## src/hw/rtl/tepq_pkg.sv

```systemverilog
// Shared types and constants of the timed event priority queue.
package tepq_pkg;

    localparam int TICK_W = 48;
    localparam int LOOK_W = 20;
    localparam logic [LOOK_W-1:0] LOOK_RESET = 20'd1024;
    localparam logic MODE_COLLECT = 1'b1;

    typedef enum logic [1:0] {
        KIND_ACCEPT = 2'd0,
        KIND_FULL   = 2'd1,
        KIND_DUE    = 2'd2,
        KIND_NONE   = 2'd3
    } t_kind;

    typedef enum logic [2:0] {
        ST_IDLE,
        ST_TGT,
        ST_DISP,
        ST_INS,
        ST_POP
    } t_state;

    typedef struct packed {
        logic [TICK_W-1:0] target;
        logic [TICK_W-1:0] disp;
    } t_times;

    typedef struct packed {
        logic ins;
        logic pop;
    } t_cell_cmd;

endpackage

```

## src/hw/rtl/tepq_tick.sv

```systemverilog
// Two-stage computation of the target and dispatch ticks of a pushed event.
module tepq_tick import tepq_pkg::*; (
    input  logic              i_clk,
    input  logic              i_look,
    input  logic [TICK_W-1:0] i_delay,
    input  logic [TICK_W-1:0] i_tbase,
    input  logic [TICK_W-1:0] i_dbase,
    input  logic [LOOK_W-1:0] i_lookahead,
    output t_times            o_times
);

    logic [TICK_W:0]   n_sum;
    logic [TICK_W-1:0] r_target;
    logic [TICK_W:0]   r_dl;
    logic [TICK_W-1:0] r_dbase;
    logic [LOOK_W-1:0] r_la;
    logic              r_look;
    t_times            r_times;
    t_times            n_times;

    assign n_sum = {1'b0, i_tbase} + {1'b0, i_delay};

    always_ff @(posedge i_clk) begin
        r_target <= n_sum[TICK_W] ? {TICK_W{1'b1}} : n_sum[TICK_W-1:0];
        r_dl     <= {1'b0, i_dbase} + {{(TICK_W+1-LOOK_W){1'b0}}, i_lookahead};
        r_dbase  <= i_dbase;
        r_la     <= i_lookahead;
        r_look   <= i_look;
    end

    always_comb begin
        n_times.target = r_target;
        if (!r_look) begin
            n_times.disp = r_target;
        end else if ({1'b0, r_target} <= r_dl) begin
            n_times.disp = r_dbase;
        end else begin
            n_times.disp = r_target - {{(TICK_W-LOOK_W){1'b0}}, r_la};
        end
    end

    always_ff @(posedge i_clk) begin
        r_times <= n_times;
    end

    assign o_times = r_times;

endmodule

```

## config.mk

```make
export PLATFORM = sky130hd
export DESIGN_NAME = tepq_tick
export DESIGN_NICKNAME = d
export VERILOG_FILES = /design/src/hw/rtl/tepq_pkg.sv /design/src/hw/rtl/tepq_tick.sv
export SDC_FILE = /design/constraint.sdc
export NUM_CORES = 1
export LEC_CHECK = 0
export ABC_AREA = 1
export BUFFER_PORTS_ARGS = -buffer_cell sky130_fd_sc_hd__clkbuf_2
export CAP_MARGIN = 40
export CORE_ASPECT_RATIO = 1.2
export CORE_MARGIN = 4
export CORE_UTILIZATION = 55
export DETAILED_ROUTE_END_ITERATION = 16
export GPL_TIMING_DRIVEN = 0
export PLACE_DENSITY = 0.78
export SETUP_SLACK_MARGIN = 0.4
export SLEW_MARGIN = 20
export SYNTH_ARGS = -nofsm -noshare
export SYNTH_HDL_FRONTEND = slang
export SYNTH_SLANG_ARGS = --single-unit
```

## constraint.sdc

```tcl
create_clock -name i_clk -period 3.4 [get_ports i_clk]
set_input_delay 0.68 -clock i_clk [delete_from_list [all_inputs] [get_ports i_clk]]
set_output_delay 0.68 -clock i_clk [all_outputs]
set_load 0.05 [all_outputs]
```

==> reports/metrics.csv <==
stage,metric,value,unit
floorplanning,ioPinCount,262,
critical_path,start_kind,input port,
logic_synthesis,synthTopCellsByArea,"dfxtp_1 (33%), nand2_1 (18%), ha_1 (11%)",
placement,numPortBuffers,261,
logic_synthesis,postSynthAreaPerCell,6.56,µm²
logic_synthesis,synth_seq_area_share,32.7,%
timing,finalMaxSlewViolations,0,
hold_path,hold_path.class,in2reg,
critical_path,reg2reg_from,r_target[40],
clock_tree,tritoncts,built,
timing,rsz0062_at_grt,false,
logic_synthesis,syn_nets,2745,
timing,fin_worst_skew,0.0246,ns
detailed_routing,drt_iter0_drc,890,
logic_synthesis,synth-seq-cells,262,
critical_path,end_kind,flop,
floorplanning,num_rows,68,
global_route,grt_overflow_total,0,
detailed_routing,wire_per_inst,17.6,µm
detailed_routing,num_vias,16500,
critical_path,rrSetupSlack,0.64,ns
final_layout,layout-drive-gt1-share,12.2,%
logic_synthesis,synth-edff-count,0,
floorplanning,die_h,195,µm
floorplanning,initial_utilization,55.7,%
placement,dp_slack,-0.0801,ns
final_layout,nets,3032,
global_route,grt_use_total,33.4,%
power_and_ir_drop,max-vdd-ir-drop,430,µV
timing,setup-violations-final,0,
placement,routabilityCongestion,1.05,
placement,post_dp_cell_area,17800,µm²
logic_synthesis,syn_inst,2440,
clock_tree,cts_root_buf,clkbuf_16,
floorplanning,dieWidth,164,µm
timing,fin_ws,0.524,ns
timing,fin_crit_sh,84.6,%
placement,dp_cells,3086,
critical_path,crit_type,in2reg,
hold_path,worstHoldEndpoint,r_look,
final_layout,layout.cells.non_filler,3131,
power_and_ir_drop,pwr-share-comb,37.6,%
timing,fmax,348,MHz
power_and_ir_drop,clock_power_share,25.2,%
logic_synthesis,synth_cell_types,43,
critical_path,worstPathCellList,clkbuf_2 -> ha_1 -> fa_2 -> nand3_1 -> nand2_2 -> nand2_1 -> o211ai_2 -> nand2_1 -> nand2_1 -> nand3_1 -> nand2_1 -> a21oi_2 -> buf_4 -> buf_6 -> nand2_1,
logic_synthesis,synthFlopType,dfxtp_1,
flow_run,cap_violations,0,
critical_path,crit_arrival,3.26,ns
timing,worst_slew_pin_slew,0.926,ns
timing,finalHoldViolCount,0,
power_and_ir_drop,p_per_area,569,nW/µm²
logic_synthesis,async_reset_ff_share,0,%
clock_tree,cts_sinks,262,
global_route,grt_pass1_wl,82.9,mm
critical_path,ff2ff_path_depth,12,
clock_tree,htree_levels,1,
final_layout,fin_area,18600,µm²
detailed_routing,detail_route.first_pass.iterations,5,
clock_tree,clk_pin_slew_worst_paths,0.07,ns
detailed_routing,drc,0,
clock_tree,cts_buffers,24,
clock_tree,cts.path.max_buffers,3,
global_route,grt_pass1_vias,16300,
power_and_ir_drop,p_switching,4.36,mW
power_and_ir_drop,power_leakage,10.1,nW
critical_path,critical_path_peak_fanout,10,
detailed_routing,via_per_inst,5.28,
clock_tree,cts_setup_buffers,0,
power_and_ir_drop,power.total,10.6,mW
clock_tree,insertion_delay,0.54,ns
clock_tree,postCtsResizedCells,0,
timing,period_minus_slack,2.88,ns
critical_path,cp_slowest_cell,fa_2,
critical_path,r2r-end,o_times[26],
global_route,grt_start_max_net_pins,17,
hold_path,whs_path_depth,1,
critical_path,cp_slowest_stage_delay,0.42,ns
placement,dp_hpwl,46.0,mm
hold_path,hold_start,i_look,
timing,max-slew-margin-rel,37.6,%
outcome,status,completed,
logic_synthesis,synth_top_area_share,32.8,%
timing,fin_tns_setup,0,ns
power_and_ir_drop,intPower,6.23,mW
final_layout,post-route-util,64.6,%
critical_path,startpoint,i_delay[0],
logic_synthesis,syn_area,16000,µm²
logic_synthesis,yosysTopAreaCell,dfxtp_1,
logic_synthesis,ys_warn_count,0,
global_route,antenna_found_initial,3,
floorplanning,design.core.area,28800,µm²
critical_path,cpMostUsedCell,nand2_1,
timing,hold_slack,0.248,ns
critical_path,required,3.78,ns
detailed_routing,postRouteAntennaNets,0,
final_layout,area_delta_synth_final,16.1,%
detailed_routing,routed_wl,55.2,mm
floorplanning,design.die.area,31900,µm²
power_and_ir_drop,switching_share,41.2,%
clock_tree,holdBufCountCts,0,
power_and_ir_drop,seq_power_share,37.2,%
==> how the worst max path moves through the flow <==
stage / endpoint / slack (ns) / cells past startpoint
2_1_floorplan: r_target[25] / 0.79 / 14
3_3_place_gp: r_target[2] / -0.05 / 15
3_5_place_dp: r_target[3] / -0.08 / 15
4_1_cts: r_target[3] / 0.48 / 15
5_1_grt: o_times[40] / 0.45 / 15
6_report: r_target[2] / 0.52 / 15
==> power groups by stage <==
stage	registers, mW	logic, mW	clock network [mW]
2_1_floorplan	4.64	2.01	0
3_3_place_gp	3.98	3.85	0
3_5_place_dp	3.99	3.92	0
4_1_cts	3.93	3.94	2.69
5_1_grt	3.97	4.36	2.80
6_report	3.94	3.98	2.67
==> flip-flops by register name, indices dropped and copies added (netlist names) <==
register and cells:
o_times 96, r_dl 49, r_dbase 48, r_target 48, r_la 20, r_look 1
==> logic make-up (layout without fill, tap and decap cells) <==
| logic type | count (synthesis) | count (layout) | share of synthesized area [%] |
|---|---|---|---|
| and+or+nand+nor | 1293 | 1293 | 33.5 |
| buffers and inverters | 449 | 752 | 10.8 |
| DFF | 262 | 262 | 32.7 |
| AOI/OAI and AO/OA | 216 | 216 | 7.50 |
| adders and majority gates | 139 | 139 | 11.0 |
| xor gates and xnor gates | 81 | 81 | 4.43 |
| other | 0 | 3 | 0 |
==> area by class of cell <==
| class | count | area (µm²) |
|---|---|---|
| fill | 2697 | 10200 |
| multi-input combinational | 1729 | 9040 |
| sequential | 262 | 5250 |
| inverter | 422 | 1580 |
| timing repair buffer | 261 | 1310 |
| clock buffer | 32 | 692 |
| tap | 385 | 482 |
| buffer | 27 | 153 |
| clock inverter | 10 | 86.3 |
| antenna | 3 | 7.51 |
==> synthesized netlist by cell type, drive strengths merged (2+ instances only) <==
library cell and number:
clkbuf 10, nor2 226, a21boi 2, ha 136, fa 3, o211ai 5
buf 17, nor3b 3, inv 421, nand4 33, a21o 15, o21ai 51
xnor2 32, nor3 34, nor4 7, or2 8, o21bai 7, a31oi 12
o21a 2, o22ai 3, nand2 757, a211oi 3, dfxtp 262, nand3b 6
nand3 215, and2 3, xor2 49, a21oi 115
==> metal layers <==
layer | GRT usage (%) | routed length [µm] | up-vias
met4 | 20.1 | 3630 | 0
met1 | 38.2 | 21000 | 7453
met2 | 58.5 | 26700 | 646
li1 | - | - | 8245
met5 | 0 | 0 | -
met3 | 4.64 | 3930 | 185
==> cells in the final DEF, fill, tap and decap left out, types with 4 or more instances in the layout <==
cell       instances
clkbuf_8           4
nand4_1           33
o21bai_1           7
xnor2_1           32
nor3_1            32
nand2_1          755
clkinv_2           5
or2_2              7
a21o_1            15
ha_1             136
clkbuf_16         25
nor4_1             7
a31oi_1           12
buf_2              8
nand3_1          213
nand3b_1           6
nor2_1           223
xor2_1            49
o211ai_1           4
clkbuf_2         261
a21oi_1          113
clkbuf_1          13
buf_6              5
o21ai_0           50
inv_1            420
dfxtp_1          262
==> critical path: cells and delay by family <==
| family | cells | cell delay (ns) |
|---|---|---|
| adder cells (fa/ha/maj) | 2 | 0.68 |
| AND/OR/NAND/NOR | 8 | 1.01 |
| AO/OA/AOI/OAI | 2 | 0.33 |
| buffers and inverters | 3 | 0.55 |
No activity file was read; power rests on OpenSTA's default activity.
