File: config.mk
export PLATFORM = sky130hd
export DESIGN_NAME = tepq_cell
export DESIGN_NICKNAME = d
export VERILOG_FILES = /design/src/hw/rtl/tepq_pkg.sv /design/src/hw/rtl/tepq_cell.sv
export SDC_FILE = /design/constraint.sdc
export NUM_CORES = 1
export LEC_CHECK = 0
export BUFFER_PORTS_ARGS = -buffer_cell sky130_fd_sc_hd__buf_2
export CAP_MARGIN = 0
export CORE_AREA = 2 2 193 195
export CTS_CLUSTER_DIAMETER = 60
export CTS_CLUSTER_SIZE = 12
export DETAILED_ROUTE_END_ITERATION = 16
export DIE_AREA = 0 0 195 197
export GPL_ROUTABILITY_DRIVEN = 0
export HOLD_SLACK_MARGIN = 0.12
export PLACE_DENSITY = 0.4
export SETUP_SLACK_MARGIN = 0.1
export SYNTH_ARGS = -nofsm -noshare
export SYNTH_HDL_FRONTEND = slang
export SYNTH_SLANG_ARGS = --single-unit
File: constraint.sdc
create_clock -name i_clk -period 10.1 [get_ports i_clk]
set_input_delay 0.505 -clock i_clk [delete_from_list [all_inputs] [get_ports i_clk]]
set_output_delay 0.505 -clock i_clk [all_outputs]
set_load 0.01 [all_outputs]
File: src/hw/rtl/tepq_pkg.sv
// Shared types and constants of the timed event priority queue.
package tepq_pkg;

    localparam int TICK_W = 48;
    localparam int LOOK_W = 20;
    localparam logic [LOOK_W-1:0] LOOK_RESET = 20'd1024;
    localparam logic MODE_COLLECT = 1'b1;

    typedef enum logic [1:0] {
        KIND_ACCEPT = 2'd0,
        KIND_FULL   = 2'd1,
        KIND_DUE    = 2'd2,
        KIND_NONE   = 2'd3
    } t_kind;

    typedef enum logic [2:0] {
        ST_IDLE,
        ST_TGT,
        ST_DISP,
        ST_INS,
        ST_POP
    } t_state;

    typedef struct packed {
        logic [TICK_W-1:0] target;
        logic [TICK_W-1:0] disp;
    } t_times;

    typedef struct packed {
        logic ins;
        logic pop;
    } t_cell_cmd;

endpackage

File: src/hw/rtl/tepq_cell.sv
// One slot of the sorted event chain: holds an event, shifts on insert or pop.
module tepq_cell import tepq_pkg::*; #(
    parameter int TAG_BITS = 16
) (
    input  logic                i_clk,
    input  t_cell_cmd           i_cmd,
    input  logic [TICK_W-1:0]   i_key,
    input  logic                i_occ,
    input  logic [TAG_BITS-1:0] i_new_tag,
    input  t_times              i_new_times,
    input  logic [TAG_BITS-1:0] i_left_tag,
    input  t_times              i_left_times,
    input  logic                i_left_mark,
    input  logic [TAG_BITS-1:0] i_right_tag,
    input  t_times              i_right_times,
    output logic [TAG_BITS-1:0] o_tag,
    output t_times              o_times,
    output logic                o_mark
);

    logic [TAG_BITS-1:0] r_tag;
    logic [TAG_BITS-1:0] n_tag;
    t_times              r_times;
    t_times              n_times;

    assign o_mark = !i_occ || (r_times.disp > i_key);

    always_comb begin
        n_tag   = r_tag;
        n_times = r_times;
        priority if (i_cmd.pop) begin
            n_tag   = i_right_tag;
            n_times = i_right_times;
        end else if (i_cmd.ins && i_left_mark) begin
            n_tag   = i_left_tag;
            n_times = i_left_times;
        end else if (i_cmd.ins && o_mark) begin
            n_tag   = i_new_tag;
            n_times = i_new_times;
        end
    end

    always_ff @(posedge i_clk) begin
        r_tag   <= n_tag;
        r_times <= n_times;
    end

    assign o_tag   = r_tag;
    assign o_times = r_times;

endmodule

==> reports/metrics.cfg, run 1 <==
[clocking]
clkSinkCount=112
cts_buffers=9
cts_buffer_depth=2
post_cts_buffers=0
cts_max_level=3
clkLatencyLatePin_ps=360
ctsRootBufferMaster=clkbuf_16
holdBufCountCts=0
ctsResizeCount=0
path_clk_slew_ps=80
cts_tree=built

[layout]
fill_cells=3994
layout.area.seq_um2=3363
layout-drive-gt1-share_pct=45.95
layoutNonFillerInstCount=1617
area_delta_synth_final_pct=47.98
nets=1580
post-route-util_pct=28.00
multi_input_area_um2=3184

[global_routing]
grt_usage_pct=13.08
top_usage_layer=met2
overflow=0
grt_pass1_vias=6467
grt_first_pass_wirelength_mm=37.71
grt_use_met1_pct=15.18
grt_util_met3_pct=3.525
antenna_found_initial=1
grtUsageMet2_pct=23.82
grt_max_degree=94

[sta]
worstMarginPinSlew_ps=895.4
fin_crit_ps=3425
hold_viol=0
max_freq_mhz=292.0
tns_ps=0
rsz0062_at_grt=no
skew_ps=13.60
period_share_pct=33.91
setup_ws_ps=6675
slew_violations=0
finalSetupViolations=0
relSlewSlack_pct=40.31

[logic_synthesis]
synthesis.nets=1099
synth_xor_area_share_pct=0
synth_compound_area_share_pct=12.13
postSynthAreaPerCell_um2=10.36
synth_flop_cell=edfxtp_1
synth_mux_area_share_pct=16.34
synth_warnings=0
yosysSeqAreaShare_pct=49.02
synth-seq-cells=112
synth_top_family_by_area=multiplexers
synthAdderAreaFrac_pct=8.753
async_flop_share_pct=0
synth-simple-area-share_pct=8.917
synthCells=662
ys_types=34
synth_area_um2=6862
synth_edf_count=112

[placement]
dp_hpwl_mm=21.86
dp_slack_ps=6370
io_buffers=501
dp.cells=1600

[floorplan]
die_w_um=195
initial_utilization_pct=18.92
die_area_um2=38420
placementRows=70
die_y_um=197
core_um2=36260
io_pins=502

[detailed_routing]
drcViolationCount=0
vias=6512
dr.pass1.iters=4
post_drt_via_cell_ratio=4.027
drtIter0Drc=170
antenna_left=0
wl_per_cell_um=16.06
wirelength_mm=25.96

[worst_setup_path]
crit_path_start_kind=flop
arrival_ps=3410
path_max_fanout=63
crit_required_ps=10080
r2r_cells=8
path_class=reg -> reg
worstSetupEndpointType=flop

[power]
p_leak_nw=5.417
intPower_mw=0.8861
power_density_nw_per_um2=123.2
sequentialPowerShare_pct=47.2
power.share.clock_pct=27.5
finalPower_mw=1.251
switching_share_pct=29.16
switchingPower_mw=0.3647
p_comb_share_pct=25.4
irDropWorstVdd_v=0.00008550

[min_path]
holdPathStages=3
hold_class=in -> reg

[status]
status=finished clean

[job]
cap_violations=0

## power by group through the flow
stage               logic, mW  registers, mW  clock network (mW)
detailed placement      0.326          0.602                   0
global placement        0.325          0.601                   0
finish                  0.317          0.590               0.344
floorplan               0.125          0.629                   0
CTS                     0.327          0.591               0.368
global route            0.357          0.596               0.383
## sequential cells by signal, indices dropped and copies added (netlist names)
signal / count
o_times: 96
o_tag: 16
## synthesized netlist by cell type (2+ instances only)
master	instances	area (um^2)
nor2_1	5	18.77
nor4_1	2	12.51
a21o_1	3	22.52
nor2b_1	2	12.51
o21ai_1	2	10.01
o21ai_0	116	580.6
nand2_1	124	465.5
nand4_1	9	56.30
a21oi_1	17	85.08
ha_1	48	600.6
nand3_1	4	20.02
edfxtp_1	112	3363
buf_2	5	25.02
clkbuf_1	28	105.1
buf_1	4	15.01
a221o_1	2	20.02
mux2i_1	112	1121
inv_1	50	187.7
a21oi_2	2	17.52
## routing by layer
metal	vias up	wire (um)	share of wire [%]
li1	3349	-	-
met1	2869	10460	40
met2	281	13300	51
met3	13	1869	7.2
met4	0	327	1.3
met5	-	0	0
## path summary, 6_finish.rpt
path                                        start           to  slack [ps]
worst min-delay path            i_right_times[57]  o_times[57]         420
worst min register to register        o_times[39]  o_times[44]        1720
worst max register to register        o_times[38]  o_times[91]        6680
worst max-delay path                  o_times[38]  o_times[91]        6680
## cells in the final DEF (no fill, tap or decap), types with 2 or more instances in the layout
cell	n
a21o_1	3
a21oi_1	17
a21oi_2	2
a221o_1	2
buf_2	500
buf_4	6
clkbuf_16	9
clkinv_2	3
diode_2	2
edfxtp_1	112
ha_1	48
inv_1	50
inv_6	2
mux2i_1	112
nand2_1	123
nand3_1	4
nand4_1	9
nor2_1	5
nor2b_1	2
nor4_1	2
o21ai_0	116
o21ai_1	2
## cell families after synthesis
| group | count (synthesis) |
|---|---|
| AO/OA/AOI/OAI | 153 |
| adder cells (fa/ha/maj) | 48 |
| buffers and inverters | 87 |
| flip-flops | 112 |
| multiplexers | 112 |
| AND/OR/NAND/NOR | 150 |
## area by class of cell
| class | instances | area share (%) |
|---|---|---|
| clock inverters | 6 | 0.4313 |
| repair buffers | 507 | 25.20 |
| flip-flops and latches | 112 | 33.12 |
| well taps | 468 | 5.767 |
| clock buffers | 9 | 2.218 |
| inverters | 50 | 1.848 |
| multi-input cells | 463 | 31.36 |
| diodes | 2 | 0.04929 |
## stage by stage
stage | hold WS (ps) | area, um^2
3_3_place_gp | 783.8 | 9879
6_report | 419.9 | 10150
5_1_grt | 405.1 | 10150
2_1_floorplan | 692.1 | 6862
4_1_cts | 392.7 | 10150
3_5_place_dp | 789.9 | 9879
## worst max-delay path, stage by stage (launching register included)
cell	delay [ps]
edfxtp_1	390
ha_1	330
nand4_1	180
nor4_1	650
nand4_1	240
a31oi_1	240
a2111oi_1	110
o21bai_4	150
buf_4	660
No activity file was read; power rests on OpenSTA's default activity.
==> inputs of run 2 (changes only) <==
--- a/config.mk
+++ b/config.mk
@@ -5,16 +5,17 @@
 export SDC_FILE = /design/constraint.sdc
 export NUM_CORES = 1
 export LEC_CHECK = 0
+export ABC_AREA = 1
 export BUFFER_PORTS_ARGS = -buffer_cell sky130_fd_sc_hd__buf_2
 export CAP_MARGIN = 0
-export CORE_AREA = 2 2 193 195
+export CORE_AREA = 2 2 197 199
 export CTS_CLUSTER_DIAMETER = 60
 export CTS_CLUSTER_SIZE = 12
 export DETAILED_ROUTE_END_ITERATION = 16
-export DIE_AREA = 0 0 195 197
+export DIE_AREA = 0 0 199 201
 export GPL_ROUTABILITY_DRIVEN = 0
 export HOLD_SLACK_MARGIN = 0.12
-export PLACE_DENSITY = 0.4
+export PLACE_DENSITY = 0.38
 export SETUP_SLACK_MARGIN = 0.1
 export SYNTH_ARGS = -nofsm -noshare
 export SYNTH_HDL_FRONTEND = slang
==> constraint.sdc (replaced) <==
create_clock -name i_clk -period 3.59 [get_ports i_clk]
set_input_delay 0.1795 -clock i_clk [delete_from_list [all_inputs] [get_ports i_clk]]
set_output_delay 0.1795 -clock i_clk [all_outputs]
set_load 0.01 [all_outputs]
==> reports/metrics.cfg, run 2 <==
[detailed_routing]
drtIter0Drc=255  ; +50%
dr.pass1.iters=5  ; +1
antenna_left=0  ; unchanged
wl_per_cell_um=15.99  ; -0.38%
post_drt_via_cell_ratio=4.057  ; +0.74%
wirelength_mm=29.56  ; +14%
vias=7497  ; +15%
drcViolationCount=0  ; unchanged

[sta]
hold_viol=0  ; unchanged
finalSetupViolations=0  ; unchanged
period_share_pct=69.67  ; +36 points
tns_ps=0  ; unchanged
worstMarginPinSlew_ps=605.3  ; -290.1 ps
slew_violations=0  ; unchanged
skew_ps=11.30  ; -2.298 ps
relSlewSlack_pct=59.65  ; +19 points
max_freq_mhz=399.8  ; +37%
fin_hold_ws_ps=150.0  ; -269.9 ps
rsz0062_at_grt=no
setup_ws_ps=1089  ; -5586 ps
fin_crit_ps=2501  ; -923.6 ps

[logic_synthesis]
synth_area_leaders=edfxtp_1 49%, nand2_1 16%, a31oi_1 10%
synth_compound_area_share_pct=12.22  ; +0.091 points
synth_xor_area_share_pct=0  ; unchanged
yosysMostFrequentCell=nand2_1
synth_mux_area_share_pct=0  ; -16 points
synth_flop_cell=edfxtp_1
synthTopCellsByCount=287 x nand2_1, 124 x nor2_1, 112 x a31oi_1, 112 x edfxtp_1, 63 x inv_1
synth-seq-cells=112  ; unchanged
synth_area_um2=6903  ; +0.60%
postSynthAreaPerCell_um2=8.237  ; -21%
yosysSeqAreaShare_pct=48.72  ; -0.29 points
synthAdderAreaFrac_pct=8.700  ; -0.052 points
synth-simple-area-share_pct=23.82  ; +15 points
async_flop_share_pct=0  ; unchanged
synth_top_area_cell=edfxtp_1
synth_warnings=0  ; unchanged
synth_edf_count=112  ; unchanged
ys_types=23  ; -32%
yosysTopAreaCellShare_pct=48.72  ; -0.29 points
synth_top_family_by_area=simple AND/OR/NAND/NOR gates
synthCells=838  ; +27%
synthesis.nets=1275  ; +16%

[floorplan]
initial_utilization_pct=18.11  ; -0.81 points
io_pins=502  ; unchanged
core_um2=38110  ; +5.1%
die_area_um2=40000  ; +4.1%
die_w_um=199  ; +2.1%
placementRows=72  ; +2.9%
die_y_um=201  ; +2.0%

[clocking]
clkLatencyLatePin_ps=380  ; +20 ps
cts_tree=built
clkSinkCount=112  ; unchanged
cts_buffer_depth=2  ; unchanged
ctsRootBufferMaster=clkbuf_16
path_clk_slew_ps=80  ; about the same
cts_buffers=9  ; unchanged
ctsResizeCount=0  ; unchanged
cts_max_level=3  ; unchanged

[worst_setup_path]
arrival_ps=2530  ; -880 ps
r2r_cells=14  ; +6
crit_path_start_kind=flop
worstSetupEndpointType=flop
r2r_start=o_times[43]
r2r_setup_slack_ps=1090  ; -5590 ps
path_class=reg -> reg
crit_required_ps=3620  ; -6460 ps
rr_endpoint=o_times[85]
path_max_fanout=68  ; +7.9%

[global_routing]
overflow=0  ; unchanged
grt_usage_pct=14.39  ; +1.3 points
grt_max_degree=73  ; -22%
antenna_found_initial=4  ; +3
grt_first_pass_wirelength_mm=42.77  ; +13%
grt_pass1_vias=7412  ; +15%

[status]
status=finished clean

[placement]
io_buffers=501  ; unchanged
dp_hpwl_mm=23.93  ; +9.4%
dp_slack_ps=1018  ; -5352 ps
dp.cells=1820  ; +14%
placed_area_um2=10020  ; +1.4%

[min_path]
hold_start=i_left_times[9]
whs_endpoint=o_times[9]
holdPathStages=3  ; unchanged
hold_class=in -> reg

[layout]
final_common_cell=buf_2
fin_area_um2=10410  ; +2.5%
post-route-util_pct=27.31  ; -0.70 points
layout-drive-gt1-share_pct=40.77  ; -5.2 points
area_delta_synth_final_pct=50.73
largest_reg_flops=96  ; unchanged
layoutNonFillerInstCount=1848  ; +14%
nets=1759  ; +11%
fill_cells=4272  ; +7.0%
mostFrequentLayoutCells=501 x buf_2, 285 x nand2_1, 124 x nor2_1

[power]
switchingPower_mw=1.154  ; +220%
p_leak_nw=5.162  ; -4.7%
irDropWorstVdd_v=0.0002117  ; +150%
finalPower_mw=3.684  ; +190%
sequentialPowerShare_pct=45.1  ; -2.1 points
p_comb_share_pct=26.8  ; +1.4 points
power_density_nw_per_um2=354.1  ; +190%
switching_share_pct=31.32  ; +2.2 points
power.share.clock_pct=28.0  ; +0.5 points
intPower_mw=2.530  ; +190%

[job]
cap_violations=0  ; unchanged

run 2: worst max-delay path, stage by stage (launching register included):
cell,delay (ps)
edfxtp_1,410
ha_1,310
nand2_1,70
nor2_1,170
nand2_2,90
inv_2,60
nand4_2,100
nor2_2,140
nand2_1,70
nand3_2,60
nand2_2,50
nand2_2,50
nand2_1,80
nand2_4,100
buf_12,300
run 2: repair_timing:
item	4_1_cts	5_1_grt
setup buffers	0	0
hold buffers	9	0
hold endpoints to repair	7	0
run 2: cell type report:
class	instances	area (um^2)	area share, %
antenna	3	7.507	0.07215
clock buffer	10	229.0	2.201
clock inverter	6	56.30	0.5411
inverter	66	255.2	2.453
multi-input combinational	612	3103	29.82
sequential	112	3363	32.32
tap	518	648.1	6.229
timing repair buffer	521	2743	26.36
run 2: power by group through the flow:
| stage | Clock [mW] | Combinational (mW) | Sequential (mW) |
|---|---|---|---|
| floorplan | 0 | 0.390 | 1.77 |
| global placement | 0 | 1.01 | 1.69 |
| detailed placement | 0 | 1.01 | 1.69 |
| CTS | 1.10 | 1.02 | 1.67 |
| global route | 1.13 | 1.12 | 1.68 |
| finish | 1.03 | 0.988 | 1.66 |
run 2: kinds of logic (layout without fill, tap and decap cells):
| kind of cell | Yosys count | after routing |
|---|---|---|
| AOI/OAI and AO/OA | 138 | 138 |
| adders and majority gates | 48 | 48 |
| buffers and inverters | 114 | 603 |
| DFF | 112 | 112 |
| other | 0 | 3 |
| and+or+nand+nor | 426 | 426 |
run 2: worst max-delay path by stage:
stage | cells past startpoint | to | startpoint
after global routing | 14 | o_tag[12] | o_times[43]
after floorplan | 13 | o_tag[0] | o_times[47]
after CTS | 14 | o_times[57] | o_times[19]
final | 14 | o_times[85] | o_times[43]
after detailed placement | 14 | o_times[74] | o_times[19]
after global placement | 14 | o_times[92] | o_times[19]
run 2: layer usage:
metal	up-vias	share of wire, %	GRT usage, %
met4	2	1.8	4.664
li1	3811	-	-
met5	-	0.044	0
met3	25	7.6	4.099
met1	3362	41	16.38
met2	297	50	25.66
==> inputs of run 3 (changes only) <==
--- a/config.mk
+++ b/config.mk
@@ -8,14 +8,14 @@
 export ABC_AREA = 1
 export BUFFER_PORTS_ARGS = -buffer_cell sky130_fd_sc_hd__buf_2
 export CAP_MARGIN = 0
-export CORE_AREA = 2 2 197 199
+export CORE_AREA = 2 2 196 198
 export CTS_CLUSTER_DIAMETER = 60
 export CTS_CLUSTER_SIZE = 12
 export DETAILED_ROUTE_END_ITERATION = 16
-export DIE_AREA = 0 0 199 201
+export DIE_AREA = 0 0 198 200
 export GPL_ROUTABILITY_DRIVEN = 0
 export HOLD_SLACK_MARGIN = 0.12
-export PLACE_DENSITY = 0.38
+export PLACE_DENSITY = 0.4
 export SETUP_SLACK_MARGIN = 0.1
 export SYNTH_ARGS = -nofsm -noshare
 export SYNTH_HDL_FRONTEND = slang
==> constraint.sdc (replaced) <==
create_clock -name i_clk -period 2.02 [get_ports i_clk]
set_input_delay 0.101 -clock i_clk [delete_from_list [all_inputs] [get_ports i_clk]]
set_output_delay 0.101 -clock i_clk [all_outputs]
set_load 0.01 [all_outputs]
==> reports/metrics.cfg, run 3 (synthesis results as in run 2) <==
[sta]
finalSetupViolations=113  ; +113
fin_hold_ws_ps=135.9  ; -14.02 ps
fin_crit_ps=2337  ; -164.3 ps
tns_ps=-32050  ; -32050 ps
slew_violations=0  ; unchanged
setup_ws_ps=-316.8  ; -1406 ps
skew_ps=7.237  ; -4.061 ps
rsz0062_at_grt=yes
hold_viol=0  ; unchanged
max_freq_mhz=427.9  ; +7.0%
worstMarginPinSlew_ps=894.6  ; +289.3 ps
relSlewSlack_pct=40.14  ; -20 points
period_share_pct=115.7  ; +46 points

[worst_setup_path]
arrival_ps=2460  ; -70 ps
crit_path_start_kind=flop
crit_required_ps=2140  ; -1480 ps
worstSetupEndpointType=flop
r2r_setup_slack_ps=-320  ; -1410 ps
path_class=reg -> reg
r2r_cells=14  ; unchanged
cp-endpoint=o_times[51]
rr_endpoint=o_times[51]
crit_start=o_times[43]
path_max_fanout=16  ; -76%
r2r_start=o_times[43]

[layout]
layout.area.seq_um2=3363  ; unchanged
layoutNonFillerInstCount=2007  ; +8.6%
largest_reg_flops=96  ; unchanged
mostFrequentLayoutCells=500 x buf_2, 276 x nand2_1, 126 x dlygate4sd3_1
final_common_cell=buf_2
multi_input_area_um2=3356  ; +8.1%
area_delta_synth_final_pct=78.43
layout-drive-gt1-share_pct=41.26  ; +0.49 points
nets=1925  ; +9.4%
fill_cells=4009  ; -6.2%
post-route-util_pct=32.93  ; +5.6 points

[global_routing]
overflow=0  ; unchanged
grt_max_degree=87  ; +19%
grt_usage_pct=14.56  ; +0.18 points
antenna_found_initial=5  ; +1
grt_pass1_vias=7692  ; +3.8%
grt_first_pass_wirelength_mm=43.14  ; +0.87%

[placement]
io_buffers=501  ; unchanged
dp_slack_ps=-368.0  ; -1386 ps
dp.cells=1849  ; +1.6%
dp_hpwl_mm=24.91  ; +4.1%

[status]
violations=negative setup slack
status=finished with violations

[detailed_routing]
vias=8205  ; +9.4%
wirelength_mm=31.29  ; +5.9%
dr.pass1.iters=5  ; unchanged
antenna_left=0  ; unchanged
wl_per_cell_um=15.59  ; -2.5%
drcViolationCount=0  ; unchanged
drtIter0Drc=283  ; +11%
post_drt_via_cell_ratio=4.088  ; +0.77%

[clocking]
clkSinkCount=112  ; unchanged
clkLatencyLatePin_ps=360  ; -20 ps
path_clk_slew_ps=80  ; about the same
cts_buffers=9  ; unchanged
cts_max_level=3  ; unchanged
cts_tree=built
ctsRootBufferMaster=clkbuf_16
cts_buffer_depth=2  ; unchanged

[floorplan]
die_y_um=200  ; -0.50%
placementRows=71  ; -1.4%
io_pins=502  ; unchanged
initial_utilization_pct=18.46  ; +0.34 points
die_w_um=198  ; -0.50%
die_area_um2=39600  ; -1.0%
core_um2=37400  ; -1.9%

[power]
irDropWorstVdd_v=0.0003714  ; +75%
power.share.clock_pct=24.9  ; -3.1 points
switchingPower_mw=2.138  ; +85%
power_density_nw_per_um2=566.9  ; +60%
p_comb_share_pct=32.6  ; +5.8 points
p_leak_nw=5.969  ; +16%
intPower_mw=4.844  ; +91%
sequentialPowerShare_pct=42.6  ; -2.5 points
switching_share_pct=30.62  ; -0.69 points

[job]
cap_violations=0  ; unchanged

[min_path]
hold_class=in -> reg

[run 3: area by class of cell]
class	count	share of cell area (%)
diodes	3	0.06095
clock buffers	9	1.829
clock inverters	7	0.3860
inverters	66	2.072
multi-input cells	614	27.25
flip-flops and latches	112	27.31
well taps	511	5.191
repair buffers	685	35.91
[run 3: routing by layer]
metal | up-vias | part of all wire (%) | global-route usage [%]
met5 | - | 0.096 | 0
met4 | 4 | 1.5 | 3.648
met3 | 25 | 7.2 | 4.234
met2 | 312 | 50 | 25.99
met1 | 3718 | 41 | 17.16
li1 | 4146 | - | -
[run 3: metrics by stage]
stage	power (mW)	area [um^2]
3_3_place_gp	4.906	10320
3_5_place_dp	4.915	10320
6_report	6.982	12320
2_1_floorplan	3.844	6932
5_1_grt	7.449	12310
4_1_cts	6.991	11920
[run 3: how the worst min path moves through the flow]
stage | depth (start not counted) | end | from | slack (ps)
after floorplan | 1 | o_mark | i_occ | 250
after global placement | 3 | o_tag[0] | i_right_tag[0] | 450
after detailed placement | 3 | o_times[49] | i_left_times[49] | 450
after CTS | 3 | o_times[33] | i_right_times[33] | 120
after global routing | 3 | o_times[62] | i_right_times[62] | 120
final | 3 | o_times[62] | i_right_times[62] | 140
[run 3: worst max-delay path: stages, from the launching register on]
cell,delay [ps]
edfxtp_1,440
ha_4,300
nand2_2,60
nor2_2,110
nand2_2,70
inv_2,80
nand4_4,100
nor2_4,150
buf_6,110
nand2_4,40
nand2_4,60
nand2_4,60
nand2_8,110
nand2_8,120
clkbuf_16,280
[run 3: power groups by stage]
stage	Sequential, mW	Combinational, mW	Clock [mW]
global route	3.00	2.52	1.92
finish	2.97	2.27	1.74
CTS	2.97	2.17	1.85
floorplan	3.14	0.703	0
detailed placement	3.02	1.89	0
global placement	3.01	1.89	0
[run 3: repair_timing]
item                                   CTS  global route
pin swaps                                4             9
hold buffers                           126             0
buffers inserted                         2             4
resized for setup                        9            41
setup endpoints to repair              113           113
endpoints found under the hold margin   68             0
gates cloned                             0             7
